--- src/rtl/core/aligned_bump_allocator_unit_assert.svh ---
// ----------------------------------------------------------------------------
// Assertion macros for the aligned bump allocator
// Same-cycle and next-cycle implications, clocked and reset-gated.
// ----------------------------------------------------------------------------
`ifndef ALIGNED_BUMP_ALLOCATOR_UNIT_ASSERT_SVH
`define ALIGNED_BUMP_ALLOCATOR_UNIT_ASSERT_SVH

// ante implies cons in the same cycle
`define ABUMP_ASSERT_SAME(lbl, clk, rst, ante, cons, msg) \
  lbl: assert property (@(posedge clk) disable iff (rst) (ante) |-> (cons)) \
    else $error(msg);

// ante implies cons in the next cycle
`define ABUMP_ASSERT_NEXT(lbl, clk, rst, ante, cons, msg) \
  lbl: assert property (@(posedge clk) disable iff (rst) (ante) |=> (cons)) \
    else $error(msg);

`endif

--- src/rtl/core/abump_pkg.sv ---
// ----------------------------------------------------------------------------
// abump_pkg
// Shared types and constants of the aligned bump allocator.
// ----------------------------------------------------------------------------
`timescale 1ns / 1ps

package abump_pkg;

  localparam int FIELD_BITS     = 32;
  localparam int CMD_BITS       = 2;
  localparam int ERR_BITS       = 3;
  localparam int CFG_INDEX_BITS = 1;

  // configuration register indexes
  localparam logic [CFG_INDEX_BITS-1:0] CFG_REGION_BASE    = 1'b0;
  localparam logic [CFG_INDEX_BITS-1:0] CFG_CAPACITY_BYTES = 1'b1;

  typedef enum logic [CMD_BITS-1:0] {
    CMD_START  = 2'd0,
    CMD_APPEND = 2'd1,
    CMD_FINISH = 2'd2
  } cmd_t;

  typedef enum logic [ERR_BITS-1:0] {
    ERR_OK       = 3'd0,
    ERR_INVALID  = 3'd1,
    ERR_ALIGN    = 3'd2,
    ERR_OVERFLOW = 3'd3,
    ERR_CAPACITY = 3'd4
  } err_t;

  // per-request flags passed from the front stage to the allocation stage
  typedef struct packed {
    cmd_t cmd;
    logic mul_ovf;
    logic align_bad;
  } prep_flags_t;

  // result word
  typedef struct packed {
    logic                  ok;
    logic [FIELD_BITS-1:0] offset;
    logic [FIELD_BITS-1:0] block_address;
    err_t                  error_code;
  } rsp_word_t;

endpackage

--- src/rtl/core/abump_if.sv ---
// ----------------------------------------------------------------------------
// abump channel interfaces
// Request, response and configuration write channels (valid/ready).
// ----------------------------------------------------------------------------
`timescale 1ns / 1ps

interface abump_req_if;
  logic                             valid;
  logic                             ready;
  logic [abump_pkg::CMD_BITS-1:0]   command;
  logic [abump_pkg::FIELD_BITS-1:0] item_count;
  logic [abump_pkg::FIELD_BITS-1:0] elem_bytes;
  logic [abump_pkg::FIELD_BITS-1:0] alignment;

  modport source (output valid, command, item_count, elem_bytes, alignment,
                  input ready);
  modport sink   (input valid, command, item_count, elem_bytes, alignment,
                  output ready);
endinterface

interface abump_rsp_if;
  logic                             valid;
  logic                             ready;
  logic                             ok;
  logic [abump_pkg::FIELD_BITS-1:0] offset;
  logic [abump_pkg::FIELD_BITS-1:0] block_address;
  logic [abump_pkg::ERR_BITS-1:0]   error_code;

  modport source (output valid, ok, offset, block_address, error_code,
                  input ready);
  modport sink   (input valid, ok, offset, block_address, error_code,
                  output ready);
endinterface

interface abump_cfg_if;
  logic                                 valid;
  logic                                 ready;
  logic [abump_pkg::CFG_INDEX_BITS-1:0] index;
  logic [abump_pkg::FIELD_BITS-1:0]     data;

  modport source (output valid, index, data, input ready);
  modport sink   (input valid, index, data, output ready);
endinterface

--- src/rtl/core/abump_front.sv ---
// ----------------------------------------------------------------------------
// abump_front
// Input register, size multiply and alignment decode into the prep register.
// ----------------------------------------------------------------------------
`timescale 1ns / 1ps

module abump_front #(
  parameter int ADDR_BITS = 32
) (
  input  logic                             clk,
  input  logic                             load_in,
  input  logic                             load_prep,
  input  logic [abump_pkg::CMD_BITS-1:0]   command,
  input  logic [abump_pkg::FIELD_BITS-1:0] item_count,
  input  logic [abump_pkg::FIELD_BITS-1:0] elem_bytes,
  input  logic [abump_pkg::FIELD_BITS-1:0] alignment,
  output abump_pkg::prep_flags_t           flags,
  output logic [ADDR_BITS-1:0]             size,
  output logic [ADDR_BITS-1:0]             align_mask
);

  // operands are cut to the narrower of the field and the address width
  localparam int OP_BITS   = (ADDR_BITS < abump_pkg::FIELD_BITS) ?
                             ADDR_BITS : abump_pkg::FIELD_BITS;
  localparam int PROD_BITS = 2 * OP_BITS;

  logic [abump_pkg::CMD_BITS-1:0] cmd_q;
  logic [OP_BITS-1:0]             count_q;
  logic [OP_BITS-1:0]             esize_q;
  logic [OP_BITS-1:0]             align_q;

  logic [PROD_BITS-1:0]           prod;
  logic [ADDR_BITS-1:0]           align_w;
  logic [ADDR_BITS-1:0]           mask_w;
  abump_pkg::prep_flags_t         flags_next;

  always_ff @(posedge clk) begin
    if (load_in) begin
      cmd_q   <= command;
      count_q <= OP_BITS'(item_count);
      esize_q <= OP_BITS'(elem_bytes);
      align_q <= OP_BITS'(alignment);
    end
  end

  always_comb begin
    prod                 = PROD_BITS'(count_q) * PROD_BITS'(esize_q);
    align_w              = ADDR_BITS'(align_q);
    mask_w               = align_w - ADDR_BITS'(1);
    flags_next.cmd       = abump_pkg::cmd_t'(cmd_q);
    // product bits above the address width mean the block cannot exist
    flags_next.mul_ovf   = |(prod >> ADDR_BITS);
    flags_next.align_bad = (align_w == '0) || ((align_w & mask_w) != '0);
  end

  always_ff @(posedge clk) begin
    if (load_prep) begin
      flags      <= flags_next;
      size       <= ADDR_BITS'(prod);
      align_mask <= mask_w;
    end
  end

endmodule

--- src/rtl/core/abump_core.sv ---
// ----------------------------------------------------------------------------
// abump_core
// Region registers, cursor, sticky error and the result register.
// ----------------------------------------------------------------------------
`timescale 1ns / 1ps

module abump_core #(
  parameter int ADDR_BITS = 32
) (
  input  logic                                 clk,
  input  logic                                 rst,
  input  logic                                 cfg_we,
  input  logic [abump_pkg::CFG_INDEX_BITS-1:0] cfg_index,
  input  logic [abump_pkg::FIELD_BITS-1:0]     cfg_data,
  input  logic                                 step,
  input  abump_pkg::prep_flags_t               flags,
  input  logic [ADDR_BITS-1:0]                 size,
  input  logic [ADDR_BITS-1:0]                 align_mask,
  output abump_pkg::rsp_word_t                 rsp_word
);

  logic [abump_pkg::FIELD_BITS-1:0] region_base;
  logic [abump_pkg::FIELD_BITS-1:0] capacity_bytes;
  logic [ADDR_BITS-1:0]             cursor;
  abump_pkg::err_t                  sticky_error;

  logic [ADDR_BITS-1:0]             cursor_next;
  abump_pkg::err_t                  sticky_error_next;
  abump_pkg::rsp_word_t             rsp_word_next;

  logic [ADDR_BITS-1:0] base_w;
  logic [ADDR_BITS-1:0] cap_w;
  logic [ADDR_BITS-1:0] address;
  logic [ADDR_BITS-1:0] padding;
  logic [ADDR_BITS-1:0] aligned;
  logic [ADDR_BITS-1:0] size_eff;
  logic [ADDR_BITS-1:0] where;
  abump_pkg::err_t      start_err;
  abump_pkg::err_t      app_err;
  abump_pkg::err_t      report;
  logic                 app_ok;
  logic                 good;

  always_ff @(posedge clk) begin
    if (rst) begin
      region_base    <= '0;
      capacity_bytes <= '0;
    end else if (cfg_we) begin
      unique case (cfg_index)
        abump_pkg::CFG_REGION_BASE:    region_base    <= cfg_data;
        abump_pkg::CFG_CAPACITY_BYTES: capacity_bytes <= cfg_data;
        default: ;
      endcase
    end
  end

  // allocation checks, in the order the first error must be found
  always_comb begin
    base_w   = ADDR_BITS'(region_base);
    cap_w    = ADDR_BITS'(capacity_bytes);
    address  = base_w + cursor;
    padding  = (ADDR_BITS'(0) - address) & align_mask;
    aligned  = cursor + padding;
    size_eff = (flags.cmd == abump_pkg::CMD_FINISH) ? '0 : size;

    if ((base_w == '0) || (cap_w == '0)) begin
      start_err = abump_pkg::ERR_INVALID;
    end else if ((cap_w - ADDR_BITS'(1)) > ~base_w) begin
      start_err = abump_pkg::ERR_OVERFLOW;
    end else begin
      start_err = abump_pkg::ERR_OK;
    end

    app_ok = 1'b0;
    if (sticky_error != abump_pkg::ERR_OK) begin
      app_err = sticky_error;
    end else if (flags.align_bad) begin
      app_err = abump_pkg::ERR_ALIGN;
    end else if (cursor > cap_w) begin
      app_err = abump_pkg::ERR_CAPACITY;
    end else if (cursor > ~base_w) begin
      app_err = abump_pkg::ERR_OVERFLOW;
    end else if (padding > (cap_w - cursor)) begin
      app_err = abump_pkg::ERR_CAPACITY;
    end else if (size_eff > (cap_w - aligned)) begin
      app_err = abump_pkg::ERR_CAPACITY;
    end else begin
      app_err = abump_pkg::ERR_OK;
      app_ok  = 1'b1;
    end
  end

  always_comb begin
    cursor_next       = cursor;
    sticky_error_next = sticky_error;
    good              = 1'b0;
    where             = '0;
    report            = abump_pkg::ERR_INVALID;

    unique case (flags.cmd)
      abump_pkg::CMD_START: begin
        cursor_next       = '0;
        sticky_error_next = start_err;
        good              = (start_err == abump_pkg::ERR_OK);
        report            = start_err;
      end
      abump_pkg::CMD_APPEND: begin
        if (flags.mul_ovf) begin
          if (sticky_error == abump_pkg::ERR_OK) begin
            sticky_error_next = abump_pkg::ERR_OVERFLOW;
          end
        end else if (app_ok) begin
          cursor_next = aligned + size_eff;
          good        = 1'b1;
          where       = aligned;
        end else begin
          sticky_error_next = app_err;
        end
        report = sticky_error_next;
      end
      abump_pkg::CMD_FINISH: begin
        if (app_ok) begin
          cursor_next = aligned;
          good        = 1'b1;
          where       = aligned;
        end else begin
          sticky_error_next = app_err;
        end
        report = sticky_error_next;
      end
      default: ;  // reserved command: report invalid, hold state
    endcase

    rsp_word_next.ok            = good;
    rsp_word_next.offset        = abump_pkg::FIELD_BITS'(where);
    rsp_word_next.block_address = good ?
                                  abump_pkg::FIELD_BITS'(base_w + where) : '0;
    if (good) begin
      rsp_word_next.error_code = abump_pkg::ERR_OK;
    end else if (report == abump_pkg::ERR_OK) begin
      rsp_word_next.error_code = abump_pkg::ERR_INVALID;
    end else begin
      rsp_word_next.error_code = report;
    end
  end

  always_ff @(posedge clk) begin
    if (rst) begin
      cursor       <= '0;
      sticky_error <= abump_pkg::ERR_INVALID;
    end else if (step) begin
      cursor       <= cursor_next;
      sticky_error <= sticky_error_next;
    end
  end

  always_ff @(posedge clk) begin
    if (step) begin
      rsp_word <= rsp_word_next;
    end
  end

endmodule

--- src/rtl/core/aligned_bump_allocator_unit.sv ---
// A request is taken into the input register, then the prep and result registers.
// Throughput: one request per cycle unless the output stalls; the size
// multiply has its own stage and the cursor update closes in the allocation
// stage, so requests stream. Output back-pressure holds a stage only while
// every stage after it is full. Reset: cursor cleared, sticky error set to
// invalid argument until a start, region registers cleared, pipeline emptied.
// ----------------------------------------------------------------------------
// aligned_bump_allocator_unit
// Linear arena allocator with power-of-two alignment, three register stages.
// ----------------------------------------------------------------------------
`timescale 1ns / 1ps
`include "aligned_bump_allocator_unit_assert.svh"

module aligned_bump_allocator_unit #(
  parameter int ADDR_BITS = 32
) (
  input  logic        clk,
  input  logic        rst,
  abump_cfg_if.sink   cfg,
  abump_req_if.sink   req,
  abump_rsp_if.source rsp
);

  logic i_valid;
  logic p_valid;
  logic r_valid;
  logic r_free;
  logic p_free;
  logic p_go;
  logic i_go;
  logic accept;

  abump_pkg::prep_flags_t flags;
  logic [ADDR_BITS-1:0]   size;
  logic [ADDR_BITS-1:0]   align_mask;
  abump_pkg::rsp_word_t   rsp_word;

  // stall chain from the output back to the input
  assign r_free    = !r_valid || rsp.ready;
  assign p_go      = p_valid && r_free;
  assign p_free    = !p_valid || r_free;
  assign i_go      = i_valid && p_free;
  assign req.ready = !i_valid || p_free;
  assign accept    = req.valid && req.ready;
  assign cfg.ready = 1'b1;

  always_ff @(posedge clk) begin
    if (rst) begin
      i_valid <= 1'b0;
      p_valid <= 1'b0;
      r_valid <= 1'b0;
    end else begin
      if (accept) begin
        i_valid <= 1'b1;
      end else if (i_go) begin
        i_valid <= 1'b0;
      end
      if (i_go) begin
        p_valid <= 1'b1;
      end else if (p_go) begin
        p_valid <= 1'b0;
      end
      if (p_go) begin
        r_valid <= 1'b1;
      end else if (rsp.ready) begin
        r_valid <= 1'b0;
      end
    end
  end

  abump_front #(
    .ADDR_BITS (ADDR_BITS)
  ) u_front (
    .clk          (clk),
    .load_in      (accept),
    .load_prep    (i_go),
    .command      (req.command),
    .item_count   (req.item_count),
    .elem_bytes   (req.elem_bytes),
    .alignment    (req.alignment),
    .flags        (flags),
    .size         (size),
    .align_mask   (align_mask)
  );

  abump_core #(
    .ADDR_BITS (ADDR_BITS)
  ) u_core (
    .clk        (clk),
    .rst        (rst),
    .cfg_we     (cfg.valid && cfg.ready),
    .cfg_index  (cfg.index),
    .cfg_data   (cfg.data),
    .step       (p_go),
    .flags      (flags),
    .size       (size),
    .align_mask (align_mask),
    .rsp_word   (rsp_word)
  );

  assign rsp.valid         = r_valid;
  assign rsp.ok            = rsp_word.ok;
  assign rsp.offset        = rsp_word.offset;
  assign rsp.block_address = rsp_word.block_address;
  assign rsp.error_code    = rsp_word.error_code;

  `ABUMP_ASSERT_NEXT(a_step_fills_result, clk, rst, p_go, r_valid,
                     "allocation step lost its result")
  `ABUMP_ASSERT_SAME(a_ok_means_no_error, clk, rst, r_valid && rsp_word.ok,
                     rsp_word.error_code == abump_pkg::ERR_OK,
                     "ok word carries an error code")
  `ABUMP_ASSERT_NEXT(a_stalled_input_held, clk, rst, i_valid && !p_free, i_valid,
                     "stalled input word dropped")
  `ABUMP_ASSERT_SAME(a_ready_low_only_full, clk, rst, !req.ready,
                     i_valid && p_valid && r_valid,
                     "input stalled with room in the pipeline")

endmodule
--- src/flat_wrapper.sv ---
// flat-port wrapper written by rule: the top's interface ports become plain ports
module aligned_bump_allocator_unit_flat 
#(
  parameter int ADDR_BITS = 32
)
  (clk, rst, cfg_valid, cfg_index, cfg_data, cfg_ready, req_valid, req_command, req_item_count, req_elem_bytes, req_alignment, req_ready, rsp_valid, rsp_ok, rsp_offset, rsp_block_address, rsp_error_code, rsp_ready);
  abump_cfg_if cfg_i ();
  abump_req_if req_i ();
  abump_rsp_if rsp_i ();
  input  logic clk;
  input  logic rst;
  input wire logic [$bits(cfg_i.valid)-1:0] cfg_valid;
  input wire logic [$bits(cfg_i.index)-1:0] cfg_index;
  input wire logic [$bits(cfg_i.data)-1:0] cfg_data;
  output wire logic [$bits(cfg_i.ready)-1:0] cfg_ready;
  input wire logic [$bits(req_i.valid)-1:0] req_valid;
  input wire logic [$bits(req_i.command)-1:0] req_command;
  input wire logic [$bits(req_i.item_count)-1:0] req_item_count;
  input wire logic [$bits(req_i.elem_bytes)-1:0] req_elem_bytes;
  input wire logic [$bits(req_i.alignment)-1:0] req_alignment;
  output wire logic [$bits(req_i.ready)-1:0] req_ready;
  output wire logic [$bits(rsp_i.valid)-1:0] rsp_valid;
  output wire logic [$bits(rsp_i.ok)-1:0] rsp_ok;
  output wire logic [$bits(rsp_i.offset)-1:0] rsp_offset;
  output wire logic [$bits(rsp_i.block_address)-1:0] rsp_block_address;
  output wire logic [$bits(rsp_i.error_code)-1:0] rsp_error_code;
  input wire logic [$bits(rsp_i.ready)-1:0] rsp_ready;
  assign cfg_i.valid = cfg_valid;
  assign cfg_i.index = cfg_index;
  assign cfg_i.data = cfg_data;
  assign cfg_ready = cfg_i.ready;
  assign req_i.valid = req_valid;
  assign req_i.command = req_command;
  assign req_i.item_count = req_item_count;
  assign req_i.elem_bytes = req_elem_bytes;
  assign req_i.alignment = req_alignment;
  assign req_ready = req_i.ready;
  assign rsp_valid = rsp_i.valid;
  assign rsp_ok = rsp_i.ok;
  assign rsp_offset = rsp_i.offset;
  assign rsp_block_address = rsp_i.block_address;
  assign rsp_error_code = rsp_i.error_code;
  assign rsp_i.ready = rsp_ready;
  aligned_bump_allocator_unit #(.ADDR_BITS(ADDR_BITS)) u_core (.clk(clk), .rst(rst), .cfg(cfg_i), .req(req_i), .rsp(rsp_i));
endmodule
--- config.mk ---
export PLATFORM = sky130hd
export DESIGN_NAME = aligned_bump_allocator_unit_flat
export DESIGN_NICKNAME = d
export VERILOG_FILES = /design/src/rtl/core/abump_pkg.sv /design/src/rtl/core/abump_if.sv /design/src/rtl/core/abump_front.sv /design/src/rtl/core/abump_core.sv /design/src/rtl/core/aligned_bump_allocator_unit.sv /design/src/flat_wrapper.sv
export VERILOG_INCLUDE_DIRS = /design/src /design/src/rtl/core
export SDC_FILE = /design/constraint.sdc
export NUM_CORES = 2
export LEC_CHECK = 0
export ABC_AREA = 1
export BUFFER_PORTS_ARGS = -buffer_cell sky130_fd_sc_hd__clkbuf_2
export CAP_MARGIN = 20
export CORE_ASPECT_RATIO = 1.1
export CORE_MARGIN = 10
export CORE_UTILIZATION = 45
export DETAILED_ROUTE_END_ITERATION = 7
export SLEW_MARGIN = 20
export SYNTH_ARGS = -nofsm -noshare
export SYNTH_HDL_FRONTEND = slang
export SYNTH_SLANG_ARGS = --single-unit
--- constraint.sdc ---
create_clock -name clk -period 16.25 [get_ports clk]
set_input_delay 1.625 -clock clk [delete_from_list [all_inputs] [get_ports clk]]
set_output_delay 1.625 -clock clk [all_outputs]
set_load 0.03 [all_outputs]
==> flow_summary.ini <==
[outcome]
status = completed

[global_route]
grt_max_degree = 69
grt_pass1_vias = 52900
antenna_found_initial = 3
grt_pass1_wl_um = 291000
grt_overflow = 0
grt_use_total_pct = 24.8

[finish]
drive_gt1_share_pct = 5.97
seq_area_um2 = 9070
fill_cells = 13400
area_growth_pct = 7.17
antenna_cells = 0
fin_nets = 9501
multi_input_area_um2 = 42400

[routing]
ant_nets = 0
wl_per_cell_um = 19.2
first_iter_violations = 3062
wl_met2_um = 94900
route.detailed.drc = 0
first_pass_iters = 6
via_count = 49500
viasPerCell = 5.13
top_layer_used = met4
routed_wl_um = 185000
wl_met3_um = 9320
drt-met1-wl_um = 73300

[sta]
fin_crit_sh_pct = 82.2
finalHoldViolCount = 0
setup_viol = 0
worst_pin_slew_ps = 951
tns_ps = 0
rsz0062_at_grt = false
max_freq_mhz = 74.9
slew_headroom_pct = 35.9
min_period_ps = 13360
fin_skew_ps = 36.6
drv_slew = 0

[clock_tree]
clk_latency_ps = 650
cts_setup_buffers = 0
root_buffer = clkbuf_16
cts_sinks = 336
cts_buffer_depth = 3
cts_hold_buf = 0
cts.htree.levels = 2
cts_buffers = 43
clk_pin_slew_ps = 60
cts_resized = 0
cts_tree = done

[setup_path]
reg2reg_slack_ps = 2890
path_buf_inv = 6
r2r-start = u_core.u_core.cursor[1]
critical_path_class = flip-flop to flip-flop
cp_data_arrival_time_ps = 13850
crit_path_end_kind = flip-flop
cp_slowest_stage_delay_ps = 740
cp_common_cell = a21oi_1
r2r_cells = 67
startpoint_type = flip-flop
cp_top_family = compound AO/OA/AOI/OAI gates
critPathMaxFanout = 13
timing.rr.end = u_core.u_core.rsp_word[31]
cp.required_ps = 16740
cpMaxStageDelayCell = o21ai_0

[worst_hold_path]
min_to = u_core.u_front.flags[2]
hp-start = u_core.u_front.cmd_q[0]
hold-path-cell-count = 0
hold_class = flip-flop to flip-flop

[floorplanning]
die_w_um = 369
core-area_um2 = 134000
io_pins = 207
die_area_um2 = 149000
die_h_um = 404
initial_core_util_pct = 45.2
rows = 141

[job]
cap_violations = 0

[yosys]
yosysSeqAreaShare_pct = 15.0
post_synth_instance_area_um2 = 60500
yosys.area.top_type = fa_1
synth_seq_cells = 336
netlist_instances = 7744
synth_top_area_share_pct = 29.9
synth_edf_count = 234
async_flop_share_pct = 0
ys.flop_type = edfxtp_1
yosysUniqueCellTypes = 70
syn_nets = 9410
ys_top_cells_by_area = fa_1, inv_1, ha_1
synth_warnings = 0
avgSynthCellArea_um2 = 7.81

[placed_design]
port_buffers = 205
hpwl_um = 151000
gp_congestion = 0.965
[Yosys cell counts, drive strengths merged (22+ instances only)]
library cell / instances
fa: 903
nand4: 47
edfxtp: 234
xor2: 114
xnor2: 82
o21ai: 273
dfxtp: 102
or2: 22
ha: 627
nor2: 407
nand3: 142
a31oi: 27
nand2: 1693
inv: 2153
clkbuf: 228
a21oi: 445
nor4: 37
nor3: 50
[registers in the layout (all words and copies together), names as in the netlist]
name	count
u_core.u_core.rsp_word	68
u_core.u_front.size	32
u_core.u_core.cap_w	32
u_core.u_front.esize_q	32
u_core.u_front.align_q	32
u_core.u_front.align_mask	32
u_core.u_core.base_w	32
u_core.p_valid	1
u_core.rsp.valid	1
u_core.i_valid	1
u_core.u_front.count_q	32
u_core.u_front.flags	4
u_core.u_core.sticky_error	3
u_core.u_core.cursor	32
u_core.u_front.cmd_q	2
[metal layers]
| metal | track usage (%) | vias to the layer above |
|---|---|---|
| met1 | 29.3 | 24400 |
| met4 | 9.55 | 0 |
| met2 | 45.7 | 1391 |
| met3 | 2.72 | 356 |
| li1 | - | 23400 |
| met5 | 0 | - |
[worst reg2reg max path, delay by kind of cell, from the launching register on]
family,cells,cell delay [ps]
simple gates,19,2500
buf+inv,6,500
xor+xnor,2,360
fa+ha+maj,8,2640
compound gates,32,6760
flops,1,410
[worst max path at each step]
stage,startpoint,to,slack [ps],cells past startpoint
final,u_core.u_core.cursor[1],u_core.u_core.rsp_word[31],2890,67
after global routing,u_core.u_core.cursor[3],u_core.u_core.rsp_word[31],1610,69
after CTS,u_core.u_core.cursor[1],u_core.u_core.rsp_word[31],2840,67
after detailed placement,u_core.u_core.cursor[1],u_core.u_core.rsp_word[31],2900,67
after global placement,u_core.u_core.cursor[1],u_core.u_core.rsp_word[31],3220,66
after floorplan,u_core.u_core.cursor[1],u_core.u_core.rsp_word[31],6180,67
[placed cells by master, fill, tap and decap left out, types with 36 or more instances in the layout]
| master | instances |
|---|---|
| a21oi_1 | 438 |
| buf_4 | 78 |
| clkbuf_16 | 43 |
| clkbuf_2 | 205 |
| dfxtp_1 | 102 |
| edfxtp_1 | 234 |
| fa_1 | 903 |
| ha_1 | 627 |
| inv_1 | 2136 |
| nand2_1 | 1662 |
| nand3_1 | 130 |
| nand4_1 | 47 |
| nor2_1 | 388 |
| nor3_1 | 43 |
| nor4_1 | 36 |
| o21ai_0 | 242 |
| xnor2_1 | 82 |
| xor2_1 | 114 |
[area by class of cell]
class | instances | area share [%]
Inverter | 2155 | 12.5
Clock inverter | 19 | 0.342
Timing Repair Buffer | 283 | 2.49
Tap cell | 1787 | 3.45
Multi-Input combinational cell | 5016 | 65.4
Clock buffer | 59 | 1.82
Sequential cell | 336 | 14.0
[kinds of logic (layout without fill, tap and decap cells)]
kind of cell               after synthesis  in the layout  share of synthesized area [%]
AOI/OAI and AO/OA                      878            878                           8.05
adders and majority gates             1530           1530                           42.9
DFF                                    336            336                           15.0
buffers and inverters                 2392           2516                           14.9
and+or+nand+nor                       2411           2411                           16.3
xor gates and xnor gates               196            196                           2.84
other                                    1              1                        0.00620
[stage by stage]
step           instance area (um2)  setup WS, ps  util (%)  hold slack [ps]  std cells
4_1_cts                      64800          2840      48.4              469       9655
3_3_place_gp                 63400          3220      47.3              461       9577
6_report                     64800          2890      48.4              482       9655
2_1_floorplan                60500          6180         -              400       7744
5_1_grt                      64800          1610      48.4              478       9655
3_5_place_dp                 63400          2900      47.3              425       9577
Power is left out: the tool's default activity adds up to more than one toggle a clock period on the data nets, which glitch-free logic cannot reach.
